===== src/rtl/periodic_task_tick_scheduler_unit_defines.svh =====
// ----------------------------------------------------------------------------
// Periodic task tick scheduler: assertion macros
// Concurrent assertion forms for the scheduler RTL.
// ----------------------------------------------------------------------------
`ifndef PERIODIC_TASK_TICK_SCHEDULER_UNIT_DEFINES_SVH
`define PERIODIC_TASK_TICK_SCHEDULER_UNIT_DEFINES_SVH

// Same-cycle implication.
`define PTTS_ASSERT_IMP(name, clk, rst, ante, cons) \
   name: assert property (@(posedge clk) disable iff (rst) (ante) |-> (cons)) \
      else $error("ptts: assertion failed");

// Next-cycle implication.
`define PTTS_ASSERT_NXT(name, clk, rst, ante, cons) \
   name: assert property (@(posedge clk) disable iff (rst) (ante) |=> (cons)) \
      else $error("ptts: assertion failed");

`endif


===== src/rtl/ptts_pkg.sv =====
// ----------------------------------------------------------------------------
// Periodic task tick scheduler: package
// Widths, register indexes, opcodes and the types shared by the modules.
// ----------------------------------------------------------------------------
`default_nettype none

package ptts_pkg;

   localparam int MAX_TASKS_DEFAULT = 8;

   localparam int TIME_W  = 16;
   localparam int PER_W   = 12;
   localparam int BUR_W   = 12;
   localparam int REL_W   = 18;
   localparam int RCNT_W  = 8;
   localparam int TCNT_W  = 4;
   localparam int SLOT_W  = 3;
   localparam int RMISS_W = 4;
   localparam int CSR_IDX_W = 2;
   localparam int CSR_DAT_W = 8;

   localparam logic [CSR_IDX_W-1:0] CSR_POLICY_MODE  = 2'd0;
   localparam logic [CSR_IDX_W-1:0] CSR_TASK_COUNT   = 2'd1;
   localparam logic [CSR_IDX_W-1:0] CSR_MAX_RELEASES = 2'd2;

   localparam logic OP_LOAD = 1'b0;
   localparam logic OP_TICK = 1'b1;

   localparam logic             POLICY_EDF = 1'b0;
   localparam logic             POLICY_RM  = 1'b1;
   localparam logic [TCNT_W-1:0] TASK_COUNT_RESET   = 4'd8;
   localparam logic [RCNT_W-1:0] MAX_RELEASES_RESET = 8'd5;

   typedef struct packed {
      logic              policy_mode;
      logic [TCNT_W-1:0] task_count;
      logic [RCNT_W-1:0] max_releases;
   } ptts_cfg_type;

   typedef struct packed {
      logic capture;
      logic scan_clear;
      logic load_write;
      logic scan_read;
      logic finish;
   } ptts_cmd_type;

   typedef struct packed {
      logic req_is_tick;
      logic no_slots;
      logic scan_last;
   } ptts_status_type;

   typedef struct packed {
      logic [PER_W-1:0]  period;
      logic [BUR_W-1:0]  burst;
      logic [REL_W-1:0]  rel_time;
      logic [REL_W-1:0]  due_time;
      logic [BUR_W-1:0]  work;
      logic [RCNT_W-1:0] count;
   } ptts_row_type;

endpackage

`default_nettype wire


===== src/rtl/periodic_task_tick_scheduler_unit.sv =====
// ----------------------------------------------------------------------------
// Periodic task tick scheduler unit
// Usage:
//   A request beat is taken when start is high and busy is low. Opcode load
//   writes one task slot and gives no result; busy is high for one cycle.
//   Opcode tick releases the due slots, runs one unit of the ready slot with
//   the smallest key (deadline or period, chosen by policy_mode) and gives
//   one result beat.
//   A tick scans the n taking-part slots one per cycle through the slot
//   memory's single read port; busy stays high through the scan, a drain
//   state and a finish state, and the result beat, registered from the
//   finish state, shows rsp_valid high for one cycle (busy is high for one
//   cycle, in the finish state alone, when n is zero). A new request is
//   taken only after busy falls again.
//   The receiver cannot stall: each result beat is present for exactly one
//   cycle. Configuration beats on the csr_ channel are always ready and must be
//   written only while the block is idle; the block itself does not enforce this.
//   Synchronous reset returns the controller to idle, clears time, counters
//   and the slot written flags, and loads the register defaults.
// ----------------------------------------------------------------------------
`default_nettype none

module periodic_task_tick_scheduler_unit import ptts_pkg::*; #(
   parameter int MAX_TASKS = MAX_TASKS_DEFAULT
) (
   input  wire logic                 clock,
   input  wire logic                 reset,
   input  wire logic                 start,
   output      logic                 busy,
   input  wire logic                 req_opcode,
   input  wire logic [SLOT_W-1:0]    req_task_index,
   input  wire logic [TIME_W-1:0]    req_task_arrival,
   input  wire logic [PER_W-1:0]     req_task_period,
   input  wire logic [BUR_W-1:0]     req_task_burst,
   output      logic                 rsp_valid,
   output      logic [TIME_W-1:0]    rsp_tick_time,
   output      logic                 rsp_cpu_idle,
   output      logic [SLOT_W-1:0]    rsp_running_task,
   output      logic [RMISS_W-1:0]   rsp_release_misses,
   output      logic                 rsp_finish_miss,
   output      logic [TIME_W-1:0]    rsp_miss_total,
   output      logic [TIME_W-1:0]    rsp_busy_ticks,
   input  wire logic                 csr_valid,
   output      logic                 csr_ready,
   input  wire logic [CSR_IDX_W-1:0] csr_index,
   input  wire logic [CSR_DAT_W-1:0] csr_data
);

   ptts_cfg_type    cfg;
   ptts_cmd_type    cmd;
   ptts_status_type status;

   ptts_csr u_csr (
      .clock     (clock),
      .reset     (reset),
      .csr_valid (csr_valid),
      .csr_ready (csr_ready),
      .csr_index (csr_index),
      .csr_data  (csr_data),
      .cfg       (cfg)
   );

   ptts_ctrl u_ctrl (
      .clock  (clock),
      .reset  (reset),
      .start  (start),
      .busy   (busy),
      .status (status),
      .cmd    (cmd)
   );

   ptts_datapath #(
      .MAX_TASKS (MAX_TASKS)
   ) u_datapath (
      .clock              (clock),
      .reset              (reset),
      .cmd                (cmd),
      .status             (status),
      .cfg                (cfg),
      .req_opcode         (req_opcode),
      .req_task_index     (req_task_index),
      .req_task_arrival   (req_task_arrival),
      .req_task_period    (req_task_period),
      .req_task_burst     (req_task_burst),
      .rsp_valid          (rsp_valid),
      .rsp_tick_time      (rsp_tick_time),
      .rsp_cpu_idle       (rsp_cpu_idle),
      .rsp_running_task   (rsp_running_task),
      .rsp_release_misses (rsp_release_misses),
      .rsp_finish_miss    (rsp_finish_miss),
      .rsp_miss_total     (rsp_miss_total),
      .rsp_busy_ticks     (rsp_busy_ticks)
   );

endmodule

`default_nettype wire


===== src/rtl/ptts_csr.sv =====
// ----------------------------------------------------------------------------
// Periodic task tick scheduler: configuration registers
// Holds the policy, the number of taking-part slots and the release limit.
// ----------------------------------------------------------------------------
`default_nettype none

module ptts_csr import ptts_pkg::*; (
   input  wire logic                 clock,
   input  wire logic                 reset,
   input  wire logic                 csr_valid,
   output      logic                 csr_ready,
   input  wire logic [CSR_IDX_W-1:0] csr_index,
   input  wire logic [CSR_DAT_W-1:0] csr_data,
   output      ptts_cfg_type         cfg
);

   ptts_cfg_type cfg_ff;
   ptts_cfg_type cfg_in;

   assign csr_ready = 1'b1;
   assign cfg       = cfg_ff;

   always_comb begin
      cfg_in = cfg_ff;
      if (csr_valid) begin
         unique case (csr_index)
            CSR_POLICY_MODE:  cfg_in.policy_mode  = csr_data[0];
            CSR_TASK_COUNT:   cfg_in.task_count   = csr_data[TCNT_W-1:0];
            CSR_MAX_RELEASES: cfg_in.max_releases = csr_data[RCNT_W-1:0];
            default:          cfg_in = cfg_ff;
         endcase
      end
   end

   always_ff @(posedge clock) begin
      if (reset) begin
         cfg_ff.policy_mode  <= POLICY_EDF;
         cfg_ff.task_count   <= TASK_COUNT_RESET;
         cfg_ff.max_releases <= MAX_RELEASES_RESET;
      end else begin
         cfg_ff <= cfg_in;
      end
   end

endmodule

`default_nettype wire


===== src/rtl/ptts_ctrl.sv =====
// ----------------------------------------------------------------------------
// Periodic task tick scheduler: controller
// Sequences a load, or a tick's slot scan and its finishing step.
// ----------------------------------------------------------------------------
`default_nettype none

`include "periodic_task_tick_scheduler_unit_defines.svh"

module ptts_ctrl import ptts_pkg::*; (
   input  wire logic            clock,
   input  wire logic            reset,
   input  wire logic            start,
   output      logic            busy,
   input  wire ptts_status_type status,
   output      ptts_cmd_type    cmd
);

   typedef enum logic [4:0] {
      ST_IDLE   = 5'b00001,
      ST_LOAD   = 5'b00010,
      ST_SCAN   = 5'b00100,
      ST_DRAIN  = 5'b01000,
      ST_FINISH = 5'b10000
   } ptts_state_type;

   ptts_state_type state_ff;
   ptts_state_type state_in;
   logic           accept;

   assign busy   = (state_ff != ST_IDLE);
   assign accept = start && !busy;

   always_comb begin
      state_in = state_ff;
      unique case (state_ff)
         ST_IDLE: begin
            if (accept) begin
               if (!status.req_is_tick) begin
                  state_in = ST_LOAD;
               end else if (status.no_slots) begin
                  state_in = ST_FINISH;
               end else begin
                  state_in = ST_SCAN;
               end
            end
         end
         ST_LOAD:   state_in = ST_IDLE;
         ST_SCAN: begin
            if (status.scan_last) begin
               state_in = ST_DRAIN;
            end
         end
         ST_DRAIN:  state_in = ST_FINISH;
         ST_FINISH: state_in = ST_IDLE;
         default:   state_in = ST_IDLE;
      endcase
   end

   always_ff @(posedge clock) begin
      if (reset) begin
         state_ff <= ST_IDLE;
      end else begin
         state_ff <= state_in;
      end
   end

   always_comb begin
      cmd.capture    = accept;
      cmd.scan_clear = accept;
      cmd.load_write = (state_ff == ST_LOAD);
      cmd.scan_read  = (state_ff == ST_SCAN);
      cmd.finish     = (state_ff == ST_FINISH);
   end

   `PTTS_ASSERT_NXT(a_finish_to_idle, clock, reset, state_ff == ST_FINISH, state_ff == ST_IDLE)
   `PTTS_ASSERT_NXT(a_load_to_idle, clock, reset, state_ff == ST_LOAD, state_ff == ST_IDLE)
   `PTTS_ASSERT_NXT(a_empty_tick, clock, reset, accept && status.req_is_tick && status.no_slots, state_ff == ST_FINISH)
   `PTTS_ASSERT_NXT(a_scan_end, clock, reset, state_ff == ST_SCAN && status.scan_last, state_ff == ST_DRAIN)

endmodule

`default_nettype wire


===== src/rtl/ptts_datapath.sv =====
// ----------------------------------------------------------------------------
// Periodic task tick scheduler: datapath
// Task slot memory, release and selection over one slot a cycle, counters
// and the result registers.
// ----------------------------------------------------------------------------
`default_nettype none

module ptts_datapath import ptts_pkg::*; #(
   parameter int MAX_TASKS = MAX_TASKS_DEFAULT
) (
   input  wire logic               clock,
   input  wire logic               reset,
   input  wire ptts_cmd_type       cmd,
   output      ptts_status_type    status,
   input  wire ptts_cfg_type       cfg,
   input  wire logic               req_opcode,
   input  wire logic [SLOT_W-1:0]  req_task_index,
   input  wire logic [TIME_W-1:0]  req_task_arrival,
   input  wire logic [PER_W-1:0]   req_task_period,
   input  wire logic [BUR_W-1:0]   req_task_burst,
   output      logic               rsp_valid,
   output      logic [TIME_W-1:0]  rsp_tick_time,
   output      logic               rsp_cpu_idle,
   output      logic [SLOT_W-1:0]  rsp_running_task,
   output      logic [RMISS_W-1:0] rsp_release_misses,
   output      logic               rsp_finish_miss,
   output      logic [TIME_W-1:0]  rsp_miss_total,
   output      logic [TIME_W-1:0]  rsp_busy_ticks
);

   localparam int IDX_W = (MAX_TASKS > 1) ? $clog2(MAX_TASKS) : 1;
   localparam int CNT_W = $clog2(MAX_TASKS + 1);
   localparam int LIM_W = (CNT_W > TCNT_W) ? CNT_W : TCNT_W;

   // Request capture.
   logic [SLOT_W-1:0] req_index_ff;
   logic [TIME_W-1:0] req_arrival_ff;
   logic [PER_W-1:0]  req_period_ff;
   logic [BUR_W-1:0]  req_burst_ff;

   // Slot memory and per-slot written flags.
   ptts_row_type     mem_ff [MAX_TASKS];
   logic [MAX_TASKS-1:0] valid_ff;

   // Scan pipeline.
   logic [IDX_W-1:0] rd_idx_ff;
   logic [IDX_W-1:0] eval_idx_ff;
   logic             rd_fire_ff;
   logic             rd_valid_ff;
   ptts_row_type     rd_row_ff;

   // Selection and tick state.
   logic               found_ff;
   logic [REL_W-1:0]   best_key_ff;
   logic [IDX_W-1:0]   best_idx_ff;
   ptts_row_type       best_row_ff;
   logic [CNT_W-1:0]   rel_miss_ff;
   logic [TIME_W-1:0]  now_ff;
   logic [TIME_W-1:0]  miss_ff;
   logic [TIME_W-1:0]  busy_ff;

   // Result registers.
   logic               rsp_valid_ff;
   logic [TIME_W-1:0]  rsp_time_ff;
   logic               rsp_idle_ff;
   logic [SLOT_W-1:0]  rsp_task_ff;
   logic [RMISS_W-1:0] rsp_rmiss_ff;
   logic               rsp_fmiss_ff;

   logic [LIM_W-1:0] slot_limit;
   logic             load_in_range;

   logic [REL_W-1:0]   now_ext;
   logic [BUR_W-1:0]   work_cur;
   logic [RCNT_W-1:0]  count_cur;
   logic               release_now;
   logic               release_miss;
   logic [REL_W:0]     rel_sum;
   ptts_row_type       post_row;
   logic [REL_W-1:0]   key;
   logic               take;

   logic               fin_miss;
   logic [TIME_W:0]    miss_sum;
   logic [TIME_W-1:0]  miss_in;
   logic [TIME_W-1:0]  busy_in;

   logic               wr_en;
   logic [IDX_W-1:0]   wr_addr;
   ptts_row_type       wr_row;
   ptts_row_type       load_row;
   ptts_row_type       done_row;

   assign slot_limit = (LIM_W'(cfg.task_count) > LIM_W'(MAX_TASKS)) ?
                       LIM_W'(MAX_TASKS) : LIM_W'(cfg.task_count);
   assign load_in_range = (LIM_W'(req_index_ff) < LIM_W'(MAX_TASKS));

   assign status.req_is_tick = (req_opcode == OP_TICK);
   assign status.no_slots    = (slot_limit == '0);
   assign status.scan_last   = ((LIM_W'(rd_idx_ff) + LIM_W'(1)) == slot_limit);

   // Release and key evaluation of the slot read in the previous cycle.
   always_comb begin
      now_ext      = {2'b00, now_ff};
      work_cur     = rd_valid_ff ? rd_row_ff.work  : '0;
      count_cur    = rd_valid_ff ? rd_row_ff.count : '0;
      release_now  = rd_fire_ff && (rd_row_ff.rel_time == now_ext) &&
                     (count_cur < cfg.max_releases);
      release_miss = release_now && (work_cur != '0) && (rd_row_ff.due_time <= now_ext);
      rel_sum      = {1'b0, rd_row_ff.rel_time} + (REL_W + 1)'(rd_row_ff.period);

      post_row       = rd_row_ff;
      post_row.work  = work_cur;
      post_row.count = count_cur;
      if (release_now) begin
         post_row.work     = rd_row_ff.burst;
         post_row.count    = count_cur + RCNT_W'(1);
         post_row.rel_time = rel_sum[REL_W] ? '1 : rel_sum[REL_W-1:0];
         post_row.due_time = now_ext + REL_W'(rd_row_ff.period);
      end

      key  = (cfg.policy_mode == POLICY_RM) ? REL_W'(post_row.period) : post_row.due_time;
      take = rd_fire_ff && (post_row.work != '0) && (!found_ff || (key < best_key_ff));
   end

   // Finishing step of a tick.
   always_comb begin
      fin_miss = found_ff && (best_row_ff.work == BUR_W'(1)) &&
                 (now_ext >= best_row_ff.due_time);
      miss_sum = {1'b0, miss_ff} + (TIME_W + 1)'(rel_miss_ff) + (TIME_W + 1)'(fin_miss);
      miss_in  = miss_sum[TIME_W] ? '1 : miss_sum[TIME_W-1:0];
      busy_in  = (found_ff && (busy_ff != '1)) ? busy_ff + TIME_W'(1) : busy_ff;
   end

   // Memory write selection.
   always_comb begin
      load_row.period   = req_period_ff;
      load_row.burst    = req_burst_ff;
      load_row.rel_time = REL_W'(req_arrival_ff);
      load_row.due_time = REL_W'(req_arrival_ff) + REL_W'(req_period_ff);
      load_row.work     = '0;
      load_row.count    = '0;

      done_row      = best_row_ff;
      done_row.work = best_row_ff.work - BUR_W'(1);

      wr_en   = 1'b0;
      wr_addr = eval_idx_ff;
      wr_row  = post_row;
      if (cmd.load_write) begin
         wr_en   = load_in_range;
         wr_addr = IDX_W'(req_index_ff);
         wr_row  = load_row;
      end else if (cmd.finish) begin
         wr_en   = found_ff;
         wr_addr = best_idx_ff;
         wr_row  = done_row;
      end else if (release_now) begin
         wr_en   = 1'b1;
      end
   end

   always_ff @(posedge clock) begin
      if (wr_en) begin
         mem_ff[wr_addr] <= wr_row;
      end
      if (cmd.scan_read) begin
         rd_row_ff   <= mem_ff[rd_idx_ff];
         eval_idx_ff <= rd_idx_ff;
      end
   end

   always_ff @(posedge clock) begin
      if (reset) begin
         valid_ff <= '0;
      end else if (wr_en) begin
         valid_ff[wr_addr] <= 1'b1;
      end
   end

   always_ff @(posedge clock) begin
      if (cmd.capture) begin
         req_index_ff   <= req_task_index;
         req_arrival_ff <= req_task_arrival;
         req_period_ff  <= req_task_period;
         req_burst_ff   <= req_task_burst;
      end
      if (cmd.scan_read) begin
         rd_valid_ff <= valid_ff[rd_idx_ff];
      end
      if (take) begin
         best_key_ff <= key;
         best_idx_ff <= eval_idx_ff;
         best_row_ff <= post_row;
      end
      if (cmd.finish) begin
         rsp_time_ff  <= now_ff;
         rsp_idle_ff  <= !found_ff;
         rsp_task_ff  <= found_ff ? SLOT_W'(best_idx_ff) : '0;
         rsp_rmiss_ff <= (32'(rel_miss_ff) > 32'd15) ? '1 : RMISS_W'(rel_miss_ff);
         rsp_fmiss_ff <= fin_miss;
      end
   end

   always_ff @(posedge clock) begin
      if (reset) begin
         rd_idx_ff    <= '0;
         rd_fire_ff   <= 1'b0;
         found_ff     <= 1'b0;
         rel_miss_ff  <= '0;
         now_ff       <= '0;
         miss_ff      <= '0;
         busy_ff      <= '0;
         rsp_valid_ff <= 1'b0;
      end else begin
         rd_fire_ff   <= cmd.scan_read;
         rsp_valid_ff <= cmd.finish;
         if (cmd.scan_clear) begin
            rd_idx_ff   <= '0;
            found_ff    <= 1'b0;
            rel_miss_ff <= '0;
         end else begin
            if (cmd.scan_read) begin
               rd_idx_ff <= rd_idx_ff + IDX_W'(1);
            end
            if (take) begin
               found_ff <= 1'b1;
            end
            if (release_miss) begin
               rel_miss_ff <= rel_miss_ff + CNT_W'(1);
            end
         end
         if (cmd.finish) begin
            now_ff  <= now_ff + TIME_W'(1);
            miss_ff <= miss_in;
            busy_ff <= busy_in;
         end
      end
   end

   assign rsp_valid          = rsp_valid_ff;
   assign rsp_tick_time      = rsp_time_ff;
   assign rsp_cpu_idle       = rsp_idle_ff;
   assign rsp_running_task   = rsp_task_ff;
   assign rsp_release_misses = rsp_rmiss_ff;
   assign rsp_finish_miss    = rsp_fmiss_ff;
   assign rsp_miss_total     = miss_ff;
   assign rsp_busy_ticks     = busy_ff;

endmodule

`default_nettype wire

===== config.mk =====
export PLATFORM = sky130hd
export DESIGN_NAME = periodic_task_tick_scheduler_unit
export DESIGN_NICKNAME = d
export VERILOG_FILES = /design/src/rtl/ptts_pkg.sv /design/src/rtl/periodic_task_tick_scheduler_unit.sv /design/src/rtl/ptts_csr.sv /design/src/rtl/ptts_ctrl.sv /design/src/rtl/ptts_datapath.sv
export VERILOG_INCLUDE_DIRS = /design/src /design/src/rtl
export SDC_FILE = /design/constraint.sdc
export NUM_CORES = 1
export LEC_CHECK = 0
export BUFFER_PORTS_ARGS = -buffer_cell sky130_fd_sc_hd__buf_2
export CORE_MARGIN = 3
export CORE_UTILIZATION = 45
export DETAILED_ROUTE_END_ITERATION = 8
export GPL_ROUTABILITY_DRIVEN = 0
export MAX_ROUTING_LAYER = met4
export PLACE_DENSITY_LB_ADDON = 0.25
export SYNTH_ARGS = -nofsm -noshare
export SYNTH_HDL_FRONTEND = slang
export SYNTH_SLANG_ARGS = --single-unit

===== constraint.sdc =====
create_clock -name clock -period 13.3 [get_ports clock]
set_clock_uncertainty 0.05 [all_clocks]
set_input_delay 0.665 -clock clock [delete_from_list [all_inputs] [get_ports clock]]
set_output_delay 0.665 -clock clock [all_outputs]
set_load 0.02 [all_outputs]

* Word-level counts from Yosys, hierarchy flattened
Memory sizes are Yosys's and may differ from the RTL's. A register that Yosys moved wholly into a read port is not among the register bits. Cells that the tools add are included.
Storage, ports and cells: input bits 58, memories kept 1, bits in writable memories 640, register bits 257
Memory list:
- u_datapath.mem_ff | depth 8, width 80, read ports 1, clocked after memory_dff 1, wr ports 1, RTL line ptts_datapath.sv:42 | ptts_row_type mem_ff [MAX_TASKS];
Operators by class: add/subtract/negate cells 12, mux-type cells 25, reductions and logical operators 24, bitwise gates (word level) 1, eq/ne operators 14, magnitude comparators 8
Operator list (number):
- $mux 80 | 2
- $mux 56 | 1
- $mux 18 | 2
- $add 16x12->17 | 2
- $add 16x1->16 const B | 2
- $reduce_bool 12->1 | 2
- $mux 5 | 4
- $add 18x12->19 | 1
- $eq 18x16->1 | 1
- $ge 16x18->1 | 1
- $le 18x16->1 | 1
- $lt 18x18->1 | 1
- $add 16x4->17 | 1
- $add 17x1->17 | 1
- $mux 16 | 1
- $ne 16x16->1 const B | 1
- $pmux 5 s3 | 1
- $eq 12x1->1 const B | 1
- $mux 12 | 1
- $sub 12x1->12 const B | 1
- $logic_and 1x1->1 | 11
- $reduce_and 2->1 | 5
- $add 8x1->8 const B | 1
- $lt 3x4->1 const B | 2
- 29 further kinds | 37

* Longest topological paths before layout
word-level depth 8, gate-level depth with buffers 21, depth with buffers taken out 19

* By module
A second synthesis with hierarchy kept.
Unflattened totals: cell total of the unflattened synthesis 2574, area, all modules 41554.9 um^2
By module, submodules not included:
- ptts_datapath | cells each 2486, area each 40706.5 um^2, times used 1
- ptts_csr | cells each 58, area each 580.6 um^2, times used 1
- ptts_ctrl | cells each 30, area each 267.8 um^2, times used 1

* Worst setup path after synthesis
OpenSTA, ideal clock, no wires.
path kind register to register, from reg u_datapath.rd_valid_ff, to reg u_datapath.best_idx_ff[0], enable pin, buffers on the path 3, stages on the path, launching flop included 20, arrival time 8.780 ns, setup time 0.621 ns, setup slack 3.849 ns, cell sequence edfxtp_1 clkbuf_1 and2_1 ha_1 o21ai_1 a31oi_1 o41ai_4 o211a_1 buf_2 buf_2 mux2_2 mux2_2 ha_1 a21o_1 a21o_1 a21oi_1 o21ai_0 a21oi_1 o2111ai_1 a31oi_1
RTL lines:
- from (decl) | RTL line ptts_datapath.sv:49 | logic rd_valid_ff;
- from (signal assigned) | RTL line ptts_datapath.sv:189 | rd_valid_ff <= valid_ff[rd_idx_ff];
- to (signal assigned) | RTL line ptts_datapath.sv:193 | best_idx_ff <= eval_idx_ff;
- to (decl) | RTL line ptts_datapath.sv:55 | logic [IDX_W-1:0] best_idx_ff;

==> impl_metrics.env <==
export IMPL_rr_worst_depth=18
export IMPL_grt_pass1_wl_mm=151
export IMPL_finalCritPeriodShare=0.463
export IMPL_critical_path_max_stage_delay_ns=0.98
export IMPL_r2r_start="u_datapath.rd_valid_ff"
export IMPL_min_path_cells=1
export IMPL_dp_hpwl_mm=63.2
export IMPL_end_kind="flop"
export IMPL_track_usage=0.219
export IMPL_grt_setup_unrepaired="false"
export IMPL_rows=110
export IMPL_grt_max_degree=80
export IMPL_cp_start_kind="flop"
export IMPL_synth_main_ff_cell="edfxtp_1"
export IMPL_synth_common_cells="edfxtp_1 (893), nand2_1 (172), mux4_2 (162), nor2_1 (158), mux2_2 (105)"
export IMPL_min_path_type="in -> reg"
export IMPL_r2r_slack_ns=7.14
export IMPL_regToRegEndpoint="u_datapath.best_row_ff[71]"
export IMPL_cts_tree="done"
export IMPL_timing_slew_headroom=0.197
export IMPL_min_delay_start="req_task_burst[10]"
export IMPL_dr_pass1_iters=5
export IMPL_cts_buffers=99
export IMPL_area_growth_pct=13.2
export IMPL_fin_crit_ns=6.16
export IMPL_power_leakage_nw=15.8
export IMPL_maxCapViolCount=0
export IMPL_yosys_warnings=0
export IMPL_die_area_um2=96000
export IMPL_yosysSeqAreaShare=0.686
export IMPL_ctsRootBufferMaster="clkbuf_16"
export IMPL_path_cells="and2_1 > ha_1 > o21ai_1 > a31oi_1 > o41ai_4 > o211a_1 > buf_4 > mux2_2 > mux2_2 > ha_1 > a21o_1 > a21o_1 > a21oi_1 > o21ai_0 > a21oi_1 > o2111ai_1 > a31oi_4 > buf_4"
export IMPL_drc_errors=0
export IMPL_crit_arrival_ns=6.39
export IMPL_layout_drive_gt1_share=0.218
export IMPL_synth_cell_type_count=79
export IMPL_setup_viol=0
export IMPL_avgSynthCellArea_um2=16.1
export IMPL_vias_per_cell=5.91
export IMPL_min_to="u_datapath.req_burst_ff[10]"
export IMPL_fin_util=0.518
export IMPL_routed_wl_mm=101
export IMPL_netlist_area_leader_share=0.646
export IMPL_core_area_um2=90700
export IMPL_hold_viol=0
export IMPL_layout_nets=2895
export IMPL_drt_iter0_drc=2607
export IMPL_wire_per_inst_um=25.4
export IMPL_initial_core_util=0.458
export IMPL_synth_top_area_cell="edfxtp_1"
export IMPL_tns_ns=0
export IMPL_max_freq_ghz=0.162
export IMPL_insertion_delay_ns=0.69
export IMPL_drv_slew=0
export IMPL_ctsResizeCount=0
export IMPL_synthTopCellsByArea="edfxtp_1 (65%), mux4_2 (8.8%), dfxtp_1 (4.0%), ha_1 (3.1%), mux2_2 (2.8%)"
export IMPL_cp_max_fo=52
export IMPL_io_buffers=116
export IMPL_grt_pass1_vias=23642
export IMPL_path_clk_slew_ns=0.06
export IMPL_die_y_um=310
export IMPL_status="complete, no violations"
export IMPL_syn_cell_area_um2=41500
export IMPL_cts_setup_buffers=0
export IMPL_ir_worst_vdd_v=0.0000946
export IMPL_holdWs_ns=0.103
export IMPL_cts_buffer_depth=3
export IMPL_cp_required_ns=13.53
export IMPL_cp_num_buf_inv=2
export IMPL_ant_nets=0
export IMPL_ys_seq_elements=977
export IMPL_cp_top_family="compound AO/OA/AOI/OAI gates"
export IMPL_path_class="reg -> reg"
export IMPL_cts_sinks=977
export IMPL_syn_nets=2748
export IMPL_cellPowerDensity_nw_per_um2=137
export IMPL_async_flop_share=0
export IMPL_chipWidth_um=310
export IMPL_dr_total_vias=23563
export IMPL_io_pins=118
export IMPL_antenna_found_initial=1
export IMPL_cp_slowest_cell="edfxtp_1"
export IMPL_yosysMostFrequentCell="edfxtp_1"
export IMPL_grt_ovfl_total=0
export IMPL_synthCells=2583
export IMPL_htree_levels=3
export IMPL_hold_buffers=0
export IMPL_synth_edf_count=893
export IMPL_worst_slew_pin_slew_ns=1.19
power by group:
| group | leakage [nW] | switching [mW] | internal [mW] |
|---|---|---|---|
| clock network | 1.69 | 1.18 | 1.74 |
| registers | 8.76 | 0.0250 | 3.34 |
| logic | 5.31 | 0.0930 | 0.0523 |
cell type report:
type	instances	area [um^2]
Inverter	104	395
Sequential cell	977	28500
Antenna cell	1	2.50
Timing Repair Buffer	155	873
Fill cell	7299	43700
Tap cell	1176	1470
Multi-Input combinational cell	1393	12300
Clock inverter	53	756
Clock buffer	128	2710
worst reg2reg max path, stage by stage (launching register included):
cell	delay, ns
edfxtp_1	0.98
and2_1	0.31
ha_1	0.25
o21ai_1	0.13
a31oi_1	0.08
o41ai_4	0.40
o211a_1	0.43
buf_4	0.44
mux2_2	0.43
mux2_2	0.28
ha_1	0.19
a21o_1	0.16
a21o_1	0.17
a21oi_1	0.14
o21ai_0	0.11
a21oi_1	0.15
o2111ai_1	0.18
a31oi_4	0.20
buf_4	0.65
routing by layer:
layer  track usage  wire (um)  up-vias
met4        0.0701       3040        0
met2         0.324      45700      929
met1         0.314      45400    12096
met3        0.0354       6930      191
met5             -          0        -
li1              -          -    10347
cell families after synthesis:
kind of cell,Yosys count,share of synthesized area
AOI/OAI and AO/OA,342,0.0548
xor gates and xnor gates,105,0.0221
adders and majority gates,107,0.0331
buffers and inverters,213,0.0198
DFF,977,0.686
muxes,289,0.122
other,1,0.0000903
and+or+nand+nor,549,0.0623
sequential cells by signal, indices dropped and copies added (netlist names), 3 cells and up:
name,count
u_datapath.mem_ff,640
u_datapath.best_row_ff,80
u_datapath.rd_row_ff,56
u_datapath.post_row,24
u_datapath.best_key_ff,18
u_datapath.now_ff,16
u_datapath.req_arrival_ff,16
u_datapath.rsp_busy_ticks,16
u_datapath.rsp_miss_total,16
u_datapath.rsp_tick_time,16
u_csr.cfg,13
u_datapath.req_burst_ff,12
u_datapath.req_period_ff,12
u_datapath.valid_ff,8
u_ctrl.state_ff,5
u_datapath.rel_miss_ff,4
u_datapath.rsp_release_misses,4
u_datapath.best_idx_ff,3
u_datapath.eval_idx_ff,3
u_datapath.rd_idx_ff,3
u_datapath.req_index_ff,3
u_datapath.rsp_running_task,3
layout by cell type, fill, tap and decap left out, drive strengths merged, types with 21 or more instances in the layout:
| cell type | instances |
|---|---|
| mux2i | 21 |
| a31oi | 45 |
| a21o | 30 |
| inv | 109 |
| nor2 | 158 |
| ha | 102 |
| xnor2 | 78 |
| edfxtp | 893 |
| clkbuf | 128 |
| mux2 | 106 |
| xor2 | 27 |
| nand4 | 25 |
| clkinv | 31 |
| nor3 | 33 |
| nand3 | 45 |
| a211oi | 22 |
| mux4 | 162 |
| o21ai | 80 |
| buf | 155 |
| nand2 | 172 |
| a21oi | 60 |
| dfxtp | 84 |
worst max-delay path by stage:
stage                                start                    endpoint  cells past startpoint
detailed placement  u_datapath.rd_valid_ff   u_datapath.best_row_ff[5]                     18
floorplan           u_datapath.rd_valid_ff   u_datapath.best_idx_ff[0]                     19
global route        u_datapath.rd_valid_ff   u_datapath.best_row_ff[3]                     18
global placement    u_datapath.rd_valid_ff  u_datapath.best_row_ff[42]                     18
finish              u_datapath.rd_valid_ff  u_datapath.best_row_ff[71]                     18
CTS                 u_datapath.rd_valid_ff   u_datapath.best_row_ff[7]                     18
stage by stage:
stage / setup WS [ns] / total power [mW] / cell area (um^2) / instances
2_1_floorplan: 3.85 / 3.51 / 41500 / 2583
3_3_place_gp: 7.29 / 3.57 / 43600 / 3805
3_5_place_dp: 7.26 / 3.58 / 43600 / 3805
4_1_cts: 7.18 / 6.49 / 47000 / 3986
5_1_grt: 6.85 / 6.62 / 47000 / 3987
6_report: 7.14 / 6.43 / 47000 / 3987
(Power assumes the default switching activity.)
